## config.mk

```make
export PLATFORM = sky130hd
export DESIGN_NAME = joystick_axis_conditioner_top
export DESIGN_NICKNAME = d
export VERILOG_FILES = /design/src/sv/jac_pkg.sv /design/src/sv/joystick_axis_conditioner_top.sv /design/src/sv/jac_cfg_regs.sv /design/src/sv/jac_ctrl.sv /design/src/sv/jac_datapath.sv
export SDC_FILE = /design/constraint.sdc
export NUM_CORES = 2
export LEC_CHECK = 0
export BUFFER_PORTS_ARGS = -buffer_cell sky130_fd_sc_hd__buf_2
export CAP_MARGIN = 20
export CORE_ASPECT_RATIO = 0.8
export CORE_MARGIN = 2
export CORE_UTILIZATION = 25
export DETAILED_ROUTE_END_ITERATION = 10
export PLACE_DENSITY = 0.43
export SETUP_SLACK_MARGIN = 0.02
export SLEW_MARGIN = 5
export SYNTH_ARGS = -nofsm -noshare
export SYNTH_HDL_FRONTEND = slang
export SYNTH_SLANG_ARGS = --single-unit
```

## constraint.sdc

```tcl
create_clock -name i_clk -period 5.62 [get_ports i_clk]
set_input_delay 0 -clock i_clk [delete_from_list [all_inputs] [get_ports i_clk]]
set_output_delay 0 -clock i_clk [all_outputs]
set_load 0.02 [all_outputs]
```

## src/sv/jac_pkg.sv

```systemverilog
// Shared types, constants and register indexes for the joystick axis conditioner.
// No dependencies; every other file refers to this package by scoped names.
package jac_pkg;

    // Field widths
    localparam int SAMPLE_BITS    = 12;
    localparam int COEF_FRAC_BITS = 15;
    localparam int WEIGHT_W       = 16;
    localparam int BYTE_W         = 8;
    localparam int CFG_IDX_W      = 3;
    localparam int CFG_DATA_W     = 16;

    localparam logic [SAMPLE_BITS-1:0] FULL_SCALE = '1;
    localparam logic [BYTE_W-1:0]      OUT_TOP    = '1;

    // Filter accumulator
    localparam int PROD_W = SAMPLE_BITS + WEIGHT_W;
    localparam int ACC_W  = PROD_W + 1;
    localparam int FILT_W = ACC_W - COEF_FRAC_BITS;

    // value*255/full_scale via reciprocal multiply: floor(x*M / 2^SHIFT)
    localparam int SX_W        = SAMPLE_BITS + BYTE_W;
    localparam int SCALE_SHIFT = 2 * SAMPLE_BITS + BYTE_W;
    localparam int SCALE_M_W   = SAMPLE_BITS + BYTE_W + 1;
    localparam logic [SCALE_M_W-1:0] SCALE_MULT = SCALE_M_W'(
        ((64'd1 << SCALE_SHIFT) + 64'(FULL_SCALE) - 64'd1) / 64'(FULL_SCALE));
    localparam int SP_W = SX_W + SCALE_M_W;

    // Calibration arithmetic
    localparam int DIFF_W = SAMPLE_BITS + 1;
    localparam int NUM_W  = DIFF_W + BYTE_W + 1;
    localparam int MAG_W  = SAMPLE_BITS + BYTE_W;
    localparam int Q_W    = MAG_W + 2;
    localparam int CNT_W  = $clog2(MAG_W + 1);

    // Register indexes
    localparam logic [CFG_IDX_W-1:0] CFG_INVERT    = 3'd0;
    localparam logic [CFG_IDX_W-1:0] CFG_PREV_W    = 3'd1;
    localparam logic [CFG_IDX_W-1:0] CFG_CUR_W     = 3'd2;
    localparam logic [CFG_IDX_W-1:0] CFG_CAL_MIN   = 3'd3;
    localparam logic [CFG_IDX_W-1:0] CFG_CAL_MID   = 3'd4;
    localparam logic [CFG_IDX_W-1:0] CFG_CAL_MAX   = 3'd5;
    localparam logic [CFG_IDX_W-1:0] CFG_OUT_MID   = 3'd6;

    // Reset values
    localparam logic [WEIGHT_W-1:0]    RST_PREV_W  = 16'd0;
    localparam logic [WEIGHT_W-1:0]    RST_CUR_W   = 16'd32768;
    localparam logic [SAMPLE_BITS-1:0] RST_CAL_MIN = '0;
    localparam logic [SAMPLE_BITS-1:0] RST_CAL_MID = SAMPLE_BITS'(2048);
    localparam logic [SAMPLE_BITS-1:0] RST_CAL_MAX = SAMPLE_BITS'(4095);
    localparam logic [BYTE_W-1:0]      RST_OUT_MID = 8'd127;

    typedef struct packed {
        logic                   invert;
        logic [WEIGHT_W-1:0]    prev_w;
        logic [WEIGHT_W-1:0]    cur_w;
        logic [SAMPLE_BITS-1:0] cal_min;
        logic [SAMPLE_BITS-1:0] cal_mid;
        logic [SAMPLE_BITS-1:0] cal_max;
        logic [BYTE_W-1:0]      out_mid;
    } t_cfg;

    typedef enum logic [2:0] {
        S_IDLE,
        S_PROD,
        S_FILT,
        S_SCL_R,
        S_SCL_F,
        S_DIV_INIT,
        S_DIV,
        S_FIN
    } t_state;

    // Controller -> datapath
    typedef struct packed {
        logic capture;
        logic prod;
        logic filt;
        logic scl_raw;
        logic scl_filt;
        logic div_init;
        logic div_step;
        logic finish;
    } t_cmd;

    // Datapath -> controller
    typedef struct packed {
        logic div_last;
        logic out_free;
    } t_status;

endpackage

```

## src/sv/joystick_axis_conditioner_top.sv

```systemverilog
// Joystick axis conditioner: one sample in, one conditioned result out.
// Each item runs to completion before the next sample is accepted: the filter multiply,
// the two reciprocal scalings, the bit-per-cycle restoring divider of the calibration
// map and the final saturation.
// A new sample is taken while the previous
// result still sits unread in the output register; only a second finished result waits.
// Configuration is written through a plain write port and must be written while idle.
// Depends on jac_pkg, jac_cfg_regs, jac_ctrl and jac_datapath.
module joystick_axis_conditioner_top (
    input  logic                             i_clk,
    input  logic                             i_rst_n,
    // configuration
    input  logic                             i_cfg_we,
    input  logic [jac_pkg::CFG_IDX_W-1:0]     i_cfg_idx,
    input  logic [jac_pkg::CFG_DATA_W-1:0]    i_cfg_data,
    // input channel
    input  logic                             i_valid,
    output logic                             o_stall,
    input  logic [jac_pkg::SAMPLE_BITS-1:0]  i_sample,
    // output channel
    output logic                             o_valid,
    input  logic                             i_stall,
    output logic [jac_pkg::SAMPLE_BITS-1:0]  o_raw_value,
    output logic [jac_pkg::BYTE_W-1:0]       o_raw_scaled,
    output logic [jac_pkg::SAMPLE_BITS-1:0]  o_filtered_value,
    output logic [jac_pkg::BYTE_W-1:0]       o_filtered_scaled,
    output logic [jac_pkg::BYTE_W-1:0]       o_calibrated_scaled,
    output logic                             o_out_of_range
);

    jac_pkg::t_cfg    w_cfg;
    jac_pkg::t_cmd    w_cmd;
    jac_pkg::t_status w_status;

    // Register file
    jac_cfg_regs u_cfg (
        .i_clk      (i_clk),
        .i_rst_n    (i_rst_n),
        .i_cfg_we   (i_cfg_we),
        .i_cfg_idx  (i_cfg_idx),
        .i_cfg_data (i_cfg_data),
        .o_cfg      (w_cfg)
    );

    // Controller
    jac_ctrl u_ctrl (
        .i_clk    (i_clk),
        .i_rst_n  (i_rst_n),
        .i_valid  (i_valid),
        .i_status (w_status),
        .o_cmd    (w_cmd),
        .o_busy   (o_stall)
    );

    // Datapath
    jac_datapath u_dp (
        .i_clk               (i_clk),
        .i_rst_n             (i_rst_n),
        .i_cfg               (w_cfg),
        .i_cmd               (w_cmd),
        .o_status            (w_status),
        .i_sample            (i_sample),
        .i_stall             (i_stall),
        .o_valid             (o_valid),
        .o_raw_value         (o_raw_value),
        .o_raw_scaled        (o_raw_scaled),
        .o_filtered_value    (o_filtered_value),
        .o_filtered_scaled   (o_filtered_scaled),
        .o_calibrated_scaled (o_calibrated_scaled),
        .o_out_of_range      (o_out_of_range)
    );

endmodule

```

## src/sv/jac_cfg_regs.sv

```systemverilog
// Configuration register file for the joystick axis conditioner.
// Depends on jac_pkg (register indexes, reset values, t_cfg).
module jac_cfg_regs (
    input  logic                          i_clk,
    input  logic                          i_rst_n,
    input  logic                          i_cfg_we,
    input  logic [jac_pkg::CFG_IDX_W-1:0]  i_cfg_idx,
    input  logic [jac_pkg::CFG_DATA_W-1:0] i_cfg_data,
    output jac_pkg::t_cfg                 o_cfg
);

    jac_pkg::t_cfg r_cfg;

    // Register writes; data is truncated to each register's width
    always_ff @(posedge i_clk) begin
        if (!i_rst_n) begin
            r_cfg.invert  <= 1'b0;
            r_cfg.prev_w  <= jac_pkg::RST_PREV_W;
            r_cfg.cur_w   <= jac_pkg::RST_CUR_W;
            r_cfg.cal_min <= jac_pkg::RST_CAL_MIN;
            r_cfg.cal_mid <= jac_pkg::RST_CAL_MID;
            r_cfg.cal_max <= jac_pkg::RST_CAL_MAX;
            r_cfg.out_mid <= jac_pkg::RST_OUT_MID;
        end else if (i_cfg_we) begin
            unique case (i_cfg_idx)
                jac_pkg::CFG_INVERT:  r_cfg.invert  <= i_cfg_data[0];
                jac_pkg::CFG_PREV_W:  r_cfg.prev_w  <= i_cfg_data[jac_pkg::WEIGHT_W-1:0];
                jac_pkg::CFG_CUR_W:   r_cfg.cur_w   <= i_cfg_data[jac_pkg::WEIGHT_W-1:0];
                jac_pkg::CFG_CAL_MIN: r_cfg.cal_min <= i_cfg_data[jac_pkg::SAMPLE_BITS-1:0];
                jac_pkg::CFG_CAL_MID: r_cfg.cal_mid <= i_cfg_data[jac_pkg::SAMPLE_BITS-1:0];
                jac_pkg::CFG_CAL_MAX: r_cfg.cal_max <= i_cfg_data[jac_pkg::SAMPLE_BITS-1:0];
                jac_pkg::CFG_OUT_MID: r_cfg.out_mid <= i_cfg_data[jac_pkg::BYTE_W-1:0];
                default: ;  // unused index, write dropped
            endcase
        end
    end

    assign o_cfg = r_cfg;

endmodule

```

## src/sv/jac_ctrl.sv

```systemverilog
// Sequencing state machine for the joystick axis conditioner.
// Depends on jac_pkg (t_state, t_cmd, t_status).
module jac_ctrl (
    input  logic             i_clk,
    input  logic             i_rst_n,
    input  logic             i_valid,
    input  jac_pkg::t_status i_status,
    output jac_pkg::t_cmd    o_cmd,
    output logic             o_busy
);

    jac_pkg::t_state r_state;
    jac_pkg::t_state n_state;

    // State register
    always_ff @(posedge i_clk) begin
        if (!i_rst_n) begin
            r_state <= jac_pkg::S_IDLE;
        end else begin
            r_state <= n_state;
        end
    end

    // Next state and datapath commands
    always_comb begin
        n_state = r_state;
        o_cmd   = '0;
        unique case (r_state)
            jac_pkg::S_IDLE: begin
                if (i_valid) begin
                    o_cmd.capture = 1'b1;
                    n_state       = jac_pkg::S_PROD;
                end
            end
            jac_pkg::S_PROD: begin
                o_cmd.prod = 1'b1;
                n_state    = jac_pkg::S_FILT;
            end
            jac_pkg::S_FILT: begin
                o_cmd.filt = 1'b1;
                n_state    = jac_pkg::S_SCL_R;
            end
            jac_pkg::S_SCL_R: begin
                o_cmd.scl_raw = 1'b1;
                n_state       = jac_pkg::S_SCL_F;
            end
            jac_pkg::S_SCL_F: begin
                o_cmd.scl_filt = 1'b1;
                n_state        = jac_pkg::S_DIV_INIT;
            end
            jac_pkg::S_DIV_INIT: begin
                o_cmd.div_init = 1'b1;
                n_state        = jac_pkg::S_DIV;
            end
            jac_pkg::S_DIV: begin
                o_cmd.div_step = 1'b1;
                if (i_status.div_last) begin
                    n_state = jac_pkg::S_FIN;
                end
            end
            jac_pkg::S_FIN: begin
                // wait for the output register to be free
                if (i_status.out_free) begin
                    o_cmd.finish = 1'b1;
                    n_state      = jac_pkg::S_IDLE;
                end
            end
            default: n_state = jac_pkg::S_IDLE;
        endcase
    end

    assign o_busy = (r_state != jac_pkg::S_IDLE);

endmodule

```

## src/sv/jac_datapath.sv

```systemverilog
// Filter, scaling, calibration divider and output register of the axis conditioner.
// Depends on jac_pkg (widths, constants, t_cfg, t_cmd, t_status).
module jac_datapath (
    input  logic                             i_clk,
    input  logic                             i_rst_n,
    input  jac_pkg::t_cfg                    i_cfg,
    input  jac_pkg::t_cmd                    i_cmd,
    output jac_pkg::t_status                 o_status,
    input  logic [jac_pkg::SAMPLE_BITS-1:0]  i_sample,
    input  logic                             i_stall,
    output logic                             o_valid,
    output logic [jac_pkg::SAMPLE_BITS-1:0]  o_raw_value,
    output logic [jac_pkg::BYTE_W-1:0]       o_raw_scaled,
    output logic [jac_pkg::SAMPLE_BITS-1:0]  o_filtered_value,
    output logic [jac_pkg::BYTE_W-1:0]       o_filtered_scaled,
    output logic [jac_pkg::BYTE_W-1:0]       o_calibrated_scaled,
    output logic                             o_out_of_range
);

    localparam int SB = jac_pkg::SAMPLE_BITS;
    localparam int BW = jac_pkg::BYTE_W;

    // Filter and scaling registers
    logic [SB-1:0]               r_raw;
    logic [SB-1:0]               r_prev;
    logic [jac_pkg::PROD_W-1:0]  r_pc;
    logic [jac_pkg::PROD_W-1:0]  r_pp;
    logic [SB-1:0]               r_filt;
    logic [jac_pkg::SX_W-1:0]    r_sx;
    logic [jac_pkg::SP_W-1:0]    r_sprod;
    logic [BW-1:0]               r_raw_sc;
    logic [BW-1:0]               r_filt_sc;

    // Calibration registers
    logic                              r_upper;
    logic signed [jac_pkg::DIFF_W-1:0] r_diff;
    logic signed [jac_pkg::DIFF_W-1:0] r_den;
    logic [BW-1:0]                     r_k;
    logic signed [jac_pkg::NUM_W-1:0]  r_num;

    // Divider registers
    logic [jac_pkg::MAG_W-1:0] r_quo;
    logic [SB-1:0]             r_rem;
    logic [SB-1:0]             r_dvs;
    logic                      r_qneg;
    logic                      r_zero;
    logic [jac_pkg::CNT_W-1:0] r_cnt;

    logic r_out_valid;

    // Combinational helpers
    logic [SB-1:0]                     w_raw_in;
    logic [jac_pkg::ACC_W-1:0]         w_acc;
    logic [jac_pkg::FILT_W-1:0]        w_shifted;
    logic [SB-1:0]                     w_filt_sat;
    logic [BW-1:0]                     w_sc_byte;
    logic                              w_upper;
    logic [SB-1:0]                     w_base;
    logic signed [jac_pkg::NUM_W-1:0]  w_diff_s;
    logic signed [jac_pkg::NUM_W-1:0]  w_k_s;
    logic [jac_pkg::NUM_W-1:0]         w_num_abs;
    logic [jac_pkg::DIFF_W-1:0]        w_den_abs;
    logic [SB:0]                       w_trial;
    logic                              w_ge;
    logic [SB:0]                       w_sub;
    logic signed [jac_pkg::Q_W-1:0]    w_mag_s;
    logic signed [jac_pkg::Q_W-1:0]    w_q;
    logic signed [jac_pkg::Q_W-1:0]    w_qo;
    logic [BW-1:0]                     w_cal;
    logic                              w_flag;

    // Input inversion
    assign w_raw_in = i_cfg.invert ? (jac_pkg::FULL_SCALE - i_sample) : i_sample;

    // Two-tap sum, truncate, saturate
    assign w_acc      = jac_pkg::ACC_W'(r_pc) + jac_pkg::ACC_W'(r_pp);
    assign w_shifted  = w_acc[jac_pkg::ACC_W-1:jac_pkg::COEF_FRAC_BITS];
    assign w_filt_sat = (|w_shifted[jac_pkg::FILT_W-1:SB]) ? jac_pkg::FULL_SCALE
                                                          : w_shifted[SB-1:0];

    // Reciprocal product down to a byte
    assign w_sc_byte = r_sprod[jac_pkg::SCALE_SHIFT+BW-1:jac_pkg::SCALE_SHIFT];

    // Segment select for the calibration map
    assign w_upper = (r_filt >= i_cfg.cal_mid);
    assign w_base  = w_upper ? i_cfg.cal_mid : i_cfg.cal_min;

    // Sign-extended difference and zero-extended gain for the numerator product
    assign w_diff_s = jac_pkg::NUM_W'(r_diff);
    assign w_k_s    = $signed(jac_pkg::NUM_W'(r_k));

    // Magnitudes for the unsigned divider
    assign w_num_abs = r_num[jac_pkg::NUM_W-1] ? jac_pkg::NUM_W'(-r_num)
                                               : jac_pkg::NUM_W'(r_num);
    assign w_den_abs = r_den[jac_pkg::DIFF_W-1] ? jac_pkg::DIFF_W'(-r_den)
                                                : jac_pkg::DIFF_W'(r_den);

    // One restoring division step
    assign w_trial = {r_rem, r_quo[jac_pkg::MAG_W-1]};
    assign w_ge    = (w_trial >= {1'b0, r_dvs});
    assign w_sub   = w_trial - {1'b0, r_dvs};

    // Signed quotient, segment offset and saturation
    assign w_mag_s = $signed(jac_pkg::Q_W'(r_quo));
    assign w_q     = r_qneg ? -w_mag_s : w_mag_s;
    assign w_qo    = r_upper ? (w_q + $signed(jac_pkg::Q_W'(i_cfg.out_mid))) : w_q;

    always_comb begin
        priority if (r_zero) begin
            w_cal  = i_cfg.out_mid;
            w_flag = 1'b1;
        end else if (w_qo[jac_pkg::Q_W-1]) begin
            w_cal  = '0;
            w_flag = 1'b1;
        end else if (w_qo > $signed(jac_pkg::Q_W'(jac_pkg::OUT_TOP))) begin
            w_cal  = jac_pkg::OUT_TOP;
            w_flag = 1'b1;
        end else begin
            w_cal  = w_qo[BW-1:0];
            w_flag = 1'b0;
        end
    end

    // Previous-sample state
    always_ff @(posedge i_clk) begin
        if (!i_rst_n) begin
            r_prev <= '0;
        end else if (i_cmd.filt) begin
            r_prev <= r_raw;
        end
    end

    // Datapath payload registers
    always_ff @(posedge i_clk) begin
        if (i_cmd.capture) begin
            r_raw <= w_raw_in;
        end
        if (i_cmd.prod) begin
            r_pc <= jac_pkg::PROD_W'(r_raw) * jac_pkg::PROD_W'(i_cfg.cur_w);
            r_pp <= jac_pkg::PROD_W'(r_prev) * jac_pkg::PROD_W'(i_cfg.prev_w);
            r_sx <= jac_pkg::SX_W'({r_raw, {BW{1'b0}}}) - jac_pkg::SX_W'(r_raw);
        end
        if (i_cmd.filt) begin
            r_filt  <= w_filt_sat;
            r_sprod <= jac_pkg::SP_W'(r_sx) * jac_pkg::SP_W'(jac_pkg::SCALE_MULT);
        end
        if (i_cmd.scl_raw) begin
            r_raw_sc <= w_sc_byte;
            r_sx     <= jac_pkg::SX_W'({r_filt, {BW{1'b0}}}) - jac_pkg::SX_W'(r_filt);
            r_upper  <= w_upper;
            r_diff   <= $signed({1'b0, r_filt}) - $signed({1'b0, w_base});
            r_k      <= w_upper ? (jac_pkg::OUT_TOP - i_cfg.out_mid) : i_cfg.out_mid;
            r_den    <= w_upper ? ($signed({1'b0, i_cfg.cal_max}) - $signed({1'b0, i_cfg.cal_mid}))
                                : ($signed({1'b0, i_cfg.cal_mid}) - $signed({1'b0, i_cfg.cal_min}));
        end
        if (i_cmd.scl_filt) begin
            r_sprod <= jac_pkg::SP_W'(r_sx) * jac_pkg::SP_W'(jac_pkg::SCALE_MULT);
            r_num   <= w_diff_s * w_k_s;
        end
        if (i_cmd.div_init) begin
            r_filt_sc <= w_sc_byte;
            r_quo     <= w_num_abs[jac_pkg::MAG_W-1:0];
            r_dvs     <= w_den_abs[SB-1:0];
            r_rem     <= '0;
            r_qneg    <= r_num[jac_pkg::NUM_W-1] ^ r_den[jac_pkg::DIFF_W-1];
            r_zero    <= (r_den == '0);
        end
        if (i_cmd.div_step) begin
            r_rem <= w_ge ? w_sub[SB-1:0] : w_trial[SB-1:0];
            r_quo <= {r_quo[jac_pkg::MAG_W-2:0], w_ge};
        end
    end

    // Divider step counter
    always_ff @(posedge i_clk) begin
        if (!i_rst_n) begin
            r_cnt <= '0;
        end else if (i_cmd.div_init) begin
            r_cnt <= jac_pkg::CNT_W'(jac_pkg::MAG_W);
        end else if (i_cmd.div_step) begin
            r_cnt <= r_cnt - jac_pkg::CNT_W'(1);
        end
    end

    // Output register valid
    always_ff @(posedge i_clk) begin
        if (!i_rst_n) begin
            r_out_valid <= 1'b0;
        end else if (i_cmd.finish) begin
            r_out_valid <= 1'b1;
        end else if (!i_stall) begin
            r_out_valid <= 1'b0;
        end
    end

    // Output payload, loaded only when the register is free
    always_ff @(posedge i_clk) begin
        if (i_cmd.finish) begin
            o_raw_value         <= r_raw;
            o_raw_scaled        <= r_raw_sc;
            o_filtered_value    <= r_filt;
            o_filtered_scaled   <= r_filt_sc;
            o_calibrated_scaled <= w_cal;
            o_out_of_range      <= w_flag;
        end
    end

    assign o_valid           = r_out_valid;
    assign o_status.div_last = (r_cnt == jac_pkg::CNT_W'(1));
    assign o_status.out_free = !r_out_valid || !i_stall;

endmodule

```

# Word level (Yosys, flattened, before mapping)
# Index checks and enable logic that the tools add are counted.
[word_totals]
in_bits = 36
regBits = 406
[op_classes]
bitwise = 2
n_mux = 39
addsub = 14
n_mul = 4
n_lt_le_gt_ge = 3
n_eq_ne = 18
n_reduce_logical = 21
[ops]
columns = ["op", "count"]
rows = [
  ["two-way mux 20 bit", 5],
  ["two-way mux 40 bit", 2],
  ["two-way mux 12 bit", 6],
  ["multiplier 12 x 16 -> 28 bit", 2],
  ["two-way mux 22 bit", 2],
  ["multiplier 20 x 21 -> 40 bit, second input constant", 1],
  ["subtractor 20 x 12 -> 20 bit", 2],
  ["subtractor 12 x 12 -> 13 bit", 3],
  ["two-way mux 8 bit", 4],
  ["adder 28 x 28 -> 29 bit", 1],
  ["case mux 3 bit (8 select lines)", 1],
  ["adder 22 x 9 -> 22 bit", 1],
  ["> comparator 22 x 9 -> 1 bit, second input constant", 1],
  ["multiplier 13 x 9 -> 22 bit", 1],
  ["negation 20 -> 22 bit", 1],
  ["equality test 3 bit, second input constant", 7],
  ["negation 20 bit", 1],
  ["AND reduction 2 bit", 7],
  [">= comparator 13 x 12 -> 1 bit", 1],
  ["zero test 13 bit", 1],
  ["two-way mux 1 bit", 13],
  ["two-way mux 13 bit", 1],
  ["equality test 3 x 2 -> 1 bit, second input constant", 4],
  [">= comparator 12 bit", 1],
  ["20 further kinds", 32],
]

# Longest topological paths before layout
[depth]
ltp_word = 8
ltp_mapped = 23
mapped_depth_nobuf = 22

# Cells and area by module
# Synthesis repeated with hierarchy kept, for this count alone.
[unflattened]
cells_unflattened = 3708
area_unflattened_um2 = 36242.3
[by_module_without_submodules]
columns = ["mod", "area_each_um2", "cells_per_inst", "instances"]
rows = [
  ["jac_datapath", 33032.9, 3393, 1],
  ["jac_cfg_regs", 3004.1, 288, 1],
  ["jac_ctrl", 205.2, 27, 1],
]

# Least setup slack after synthesis
# No wires, ideal clock.
[synth_timing]
path_type = "flip-flop to flip-flop"
from = "reg u_dp.r_raw[4]"
to = "reg u_dp.r_pc[26] in the netlist's numbering, data pin"
slack_ps = -218
stages_incl_launch_ff = 21
arrival_time_ps = 5581
cell_sequence = "edfxtp_1 clkbuf_1 clkbuf_1 clkbuf_1 nand2_1 fa_1 fa_1 inv_1 fa_1 fa_1 inv_1 fa_1 inv_1 ha_1 or3_1 o311a_1 o211ai_1 a21oi_1 a211o_1 a21oi_1 xnor2_1"
[synth_via]
elab_chain_cells = 1
[synth_rtl]
columns = ["element", "line", "text"]
rows = [
  ["start: declaration", "jac_datapath.sv:24", "logic [SB-1:0] r_raw;"],
  ["start signal: assignment", "jac_datapath.sv:136", "r_raw <= w_raw_in;"],
  ["multiplier 12 x 16 -> 28 bit", "jac_datapath.sv:139", "r_pc <= jac_pkg::PROD_W'(r_raw) * jac_pkg::PROD_W'(i_cfg.cur_w);"],
  ["end signal: assignment", "jac_datapath.sv:139", ""],
  ["end: declaration", "jac_datapath.sv:26", "logic [jac_pkg::PROD_W-1:0] r_pc;"],
]
# Every way passes these cells.
# A chain may end at the register's enable or synchronous reset.

# Final worst setup path
[layout_timing]
from = "reg u_dp.r_raw[11]"
to = "reg u_dp.r_pc[26] in the netlist's numbering, data pin"
# The elaborated chain is that of the path after synthesis.

==> metrics.cfg <==
[run_status]
status=finished clean

[placement]
portBuffers=86
dp_hpwl_um=77900
gp_congestion=0.8358

[logic_synthesis]
synth_edf_count=275
syn_area_um2=35840
avgSynthCellArea_um2=9.632
synthFlopType=edfxtp_1
yosys_warnings=0
synthDistinctLibCells=75
synth-seq-area-share_pct=28.51
syn_inst=3721
syn_nets=4497
ys_ff_latch=373
synthArstFlopShare_pct=0

[power_and_ir_drop]
finalPower_mw=14.71
p_sw_mw=5.915
p_leak_nw=18.69
pwr-share-seq_pct=28.7
swShare_pct=40.21
p_int_mw=8.794
pwr-share-comb_pct=49.8
p_per_area_nw_per_um2=346.2
clkPwrFrac_pct=21.5
ir_worst_vdd_mv=0.3017

[die]
dieArea_um2=146400
die_h_um=342.7
rows=124
io_pins=87
initial_core_util_pct=25.14
dieWidth_um=427.3
core_um2=142600

[setup_path]
r2r_start=u_dp.r_raw[11]$_DFFE_PP_
cp-end-kind=flop
cp_common_cell=fa_1
crit_path_max_incr_delay_ps=520
rrSetupSlack_ps=130
cp_cell_sequence=buf_6, and2_4, fa_1, fa_1, fa_1, fa_1, inv_2, fa_1, inv_1, ha_2, or3_4, o311a_4, o211ai_1, a21oi_2, a211o_1, a21oi_2, xnor2_1
worst_setup_path_start_kind=flop
worstPathMaxFanout=5
path_class=flop to flop
slowest_stage=fa_1
r2r_end=u_dp.r_pc[26]$_DFFE_PP_
required_ps=5970
arrival_ps=5840
rr_worst_depth=17

[global_route]
antenna_found_initial=3
grt_pass1_vias=26190
grt_max_degree=59
grt_usage_pct=13.53
grt_pass1_wl_um=153900
overflow=0

[timing]
finalSetupViolCount=0
hold_viol_final=0
drv_slew=0
timing.hold.ws_ps=243.6
clock_skew_ps=37.58
tightestPinTransition_ps=929.1
min_period_over_period_pct=97.62
period_needed_ps=5486
rsz0062_at_grt=true
clock.fmax_mhz=182.3
max_slew_margin_pct=37.99

[cells_and_area]
n_fill_cell=14930
fin_nets=4775
syn2layout_area_growth_pct=18.54
final_layout_size_suffix_gt1_share_pct=13.73

[drt]
drc=0
drtIter0Drc=1546
wl_per_cell_um=16.59
vias=25850
antenna_left=0
via_per_inst=4.360
totalWireLength_um=98350
dr.pass1.iters=7

[clock_network]
cts_buffers=45
cts.path.max_buffers=3
clk_pin_slew_worst_paths_ps=60
cts_root_buf=clkbuf_16
clk_latency_ps=640
cts_sinks=373
htree_levels=2
cts_tree=built

[min_path]
whs_path_depth=3
hold_start=i_sample[10]
min_path_type=input port to flop
hold_end=u_dp.r_raw[10]$_DFFE_PP_

[flow_run]
max_cap_violations=0

==> worst max-delay path, delay by kind of cell, from the launching register on <==
kind / cells / cell delay [ps]
XOR/XNOR: 1 / 80
flip-flops: 1 / 500
AO/OA/AOI/OAI: 5 / 1280
buffers and inverters: 3 / 250
adder cells (fa/ha/maj): 6 / 2620
AND/OR/NAND/NOR: 2 / 500
==> repair_timing <==
action,4_1_cts,5_1_grt
endpoints found under the hold margin,93,0
endpoints found under the setup margin,5,17
gates resized for setup,19,164
gates cloned,0,2
pin swaps,17,95
buffers inserted,5,33
hold buffers,38,0
==> kinds of logic after synthesis <==
| kind of cell | after synthesis | synth area share [%] |
|---|---|---|
| compound gates | 502 | 9.010 |
| xor+xnor | 217 | 5.324 |
| fa+ha+maj | 740 | 33.60 |
| buf+inv | 709 | 7.453 |
| flops | 373 | 28.51 |
| mux | 40 | 1.135 |
| simple gates | 1140 | 14.96 |
==> stage by stage <==
| stage | instance area, um2 | util, % | setup TNS [ps] | worst slack [ps] | std cells |
|---|---|---|---|---|---|
| finish | 42490 | 29.80 | 0 | 133.6 | 5928 |
| global route | 42480 | 29.80 | -49.33 | -49.29 | 5927 |
| CTS | 41730 | 29.27 | 0 | 23.45 | 5891 |
| detailed placement | 39710 | 27.85 | -451.8 | -160.4 | 5764 |
| global placement | 39700 | 27.85 | -292.5 | -96.87 | 5763 |
| floorplan | 35850 | - | 0 | 13.73 | 3721 |
==> per-layer routing <==
metal	GRT usage [%]	wire (um)	vias to the layer above
met2	20.82	42660	359
met4	2.656	2002	0
li1	-	-	12720
met3	2.052	4017	99
met5	0	0	-
met1	20.02	49670	12670
==> cells in the final DEF, fill, tap and decap left out, drive strengths merged, types with 113 or more instances in the layout <==
master / synthesis / final
a21oi: 167 / 167
and2: 205 / 205
buf: 12 / 324
edfxtp: 275 / 275
fa: 371 / 371
ha: 369 / 369
inv: 574 / 579
nand2: 575 / 575
nor2: 113 / 113
xnor2: 138 / 138
==> registers in the layout, summed over array words and instances (netlist names), 8 cells and up <==
signal / flops
u_dp.r_raw: 12
u_dp.r_num: 21
u_dp.r_raw_sc: 8
u_dp.r_filt: 12
u_dp.r_pp: 28
u_dp.r_prev: 12
u_dp.o_raw_scaled: 8
u_dp.o_raw_value: 12
u_dp.r_dvs: 12
u_dp.r_den: 13
u_cfg.o_cfg: 77
u_dp.o_calibrated_scaled: 8
u_dp.r_sprod: 8
u_dp.r_rem: 12
u_dp.r_diff: 13
u_dp.r_filt_sc: 8
u_dp.r_quo: 20
u_dp.r_k: 8
u_dp.o_filtered_value: 12
u_dp.r_pc: 28
u_dp.r_sx: 20
u_dp.o_filtered_scaled: 8
==> area by class of cell <==
class | count | area (um2) | area share, %
clock inverters | 24 | 347.8 | 0.8187
flip-flops and latches | 373 | 10300 | 24.24
repair buffers | 365 | 2798 | 6.585
clock buffers | 60 | 1202 | 2.830
inverters | 575 | 2158 | 5.080
well taps | 1890 | 2365 | 5.566
diodes | 2 | 5.005 | 0.01178
multi-input cells | 2639 | 23310 | 54.87
==> how the worst max path moves through the flow <==
stage,slack (ps),start,end,cells after the start
final,130,u_dp.r_raw[11]$_DFFE_PP_,u_dp.r_pc[26]$_DFFE_PP_,17
after detailed placement,-160,u_cfg.o_cfg[66]$_SDFFE_PN0P_,u_dp.r_pp[26]$_DFFE_PP_,20
after CTS,20,u_dp.r_prev[7]$_SDFFE_PN0P_,u_dp.r_pp[26]$_DFFE_PP_,19
after floorplan,10,u_dp.r_raw[7]$_DFFE_PP_,u_dp.r_pc[26]$_DFFE_PP_,19
after global routing,-50,u_cfg.o_cfg[68]$_SDFFE_PN0P_,u_dp.r_pp[26]$_DFFE_PP_,19
after global placement,-100,u_dp.r_prev[3]$_SDFFE_PN0P_,u_dp.r_pp[26]$_DFFE_PP_,19
==> power by group through the flow <==
stage / clock network [mW] / logic (mW) / registers, mW
detailed placement: 0 / 7.24 / 4.28
finish: 3.16 / 7.33 / 4.22
global placement: 0 / 7.20 / 4.28
floorplan: 0 / 5.27 / 4.07
CTS: 3.27 / 7.34 / 4.23
global route: 3.37 / 8.49 / 4.27
==> cells in the mapped netlist (19+ instances only) <==
| cell | count | area (um2) |
|---|---|---|
| fa_1 | 371 | 7427 |
| xor2_1 | 78 | 683.2 |
| a211oi_1 | 21 | 157.7 |
| and2_1 | 205 | 1282 |
| nand3_1 | 39 | 195.2 |
| or3_1 | 25 | 156.4 |
| dfxtp_1 | 98 | 1962 |
| nor3_1 | 42 | 210.2 |
| mux2i_1 | 35 | 350.3 |
| o21ai_0 | 97 | 485.5 |
| a21oi_1 | 167 | 835.8 |
| o31ai_1 | 19 | 142.6 |
| nand2b_1 | 38 | 237.7 |
| a21boi_0 | 22 | 165.2 |
| xnor2_1 | 138 | 1209 |
| inv_1 | 573 | 2151 |
| ha_1 | 369 | 4617 |
| nor2b_1 | 34 | 212.7 |
| a21o_1 | 42 | 315.3 |
| o211ai_1 | 23 | 172.7 |
| clkbuf_1 | 122 | 457.9 |
| o21a_1 | 20 | 150.1 |
| nand2_1 | 575 | 2158 |
| nor2_1 | 113 | 424.2 |
| edfxtp_1 | 275 | 8258 |
Note: power is estimated with default switching activity, not from simulation.
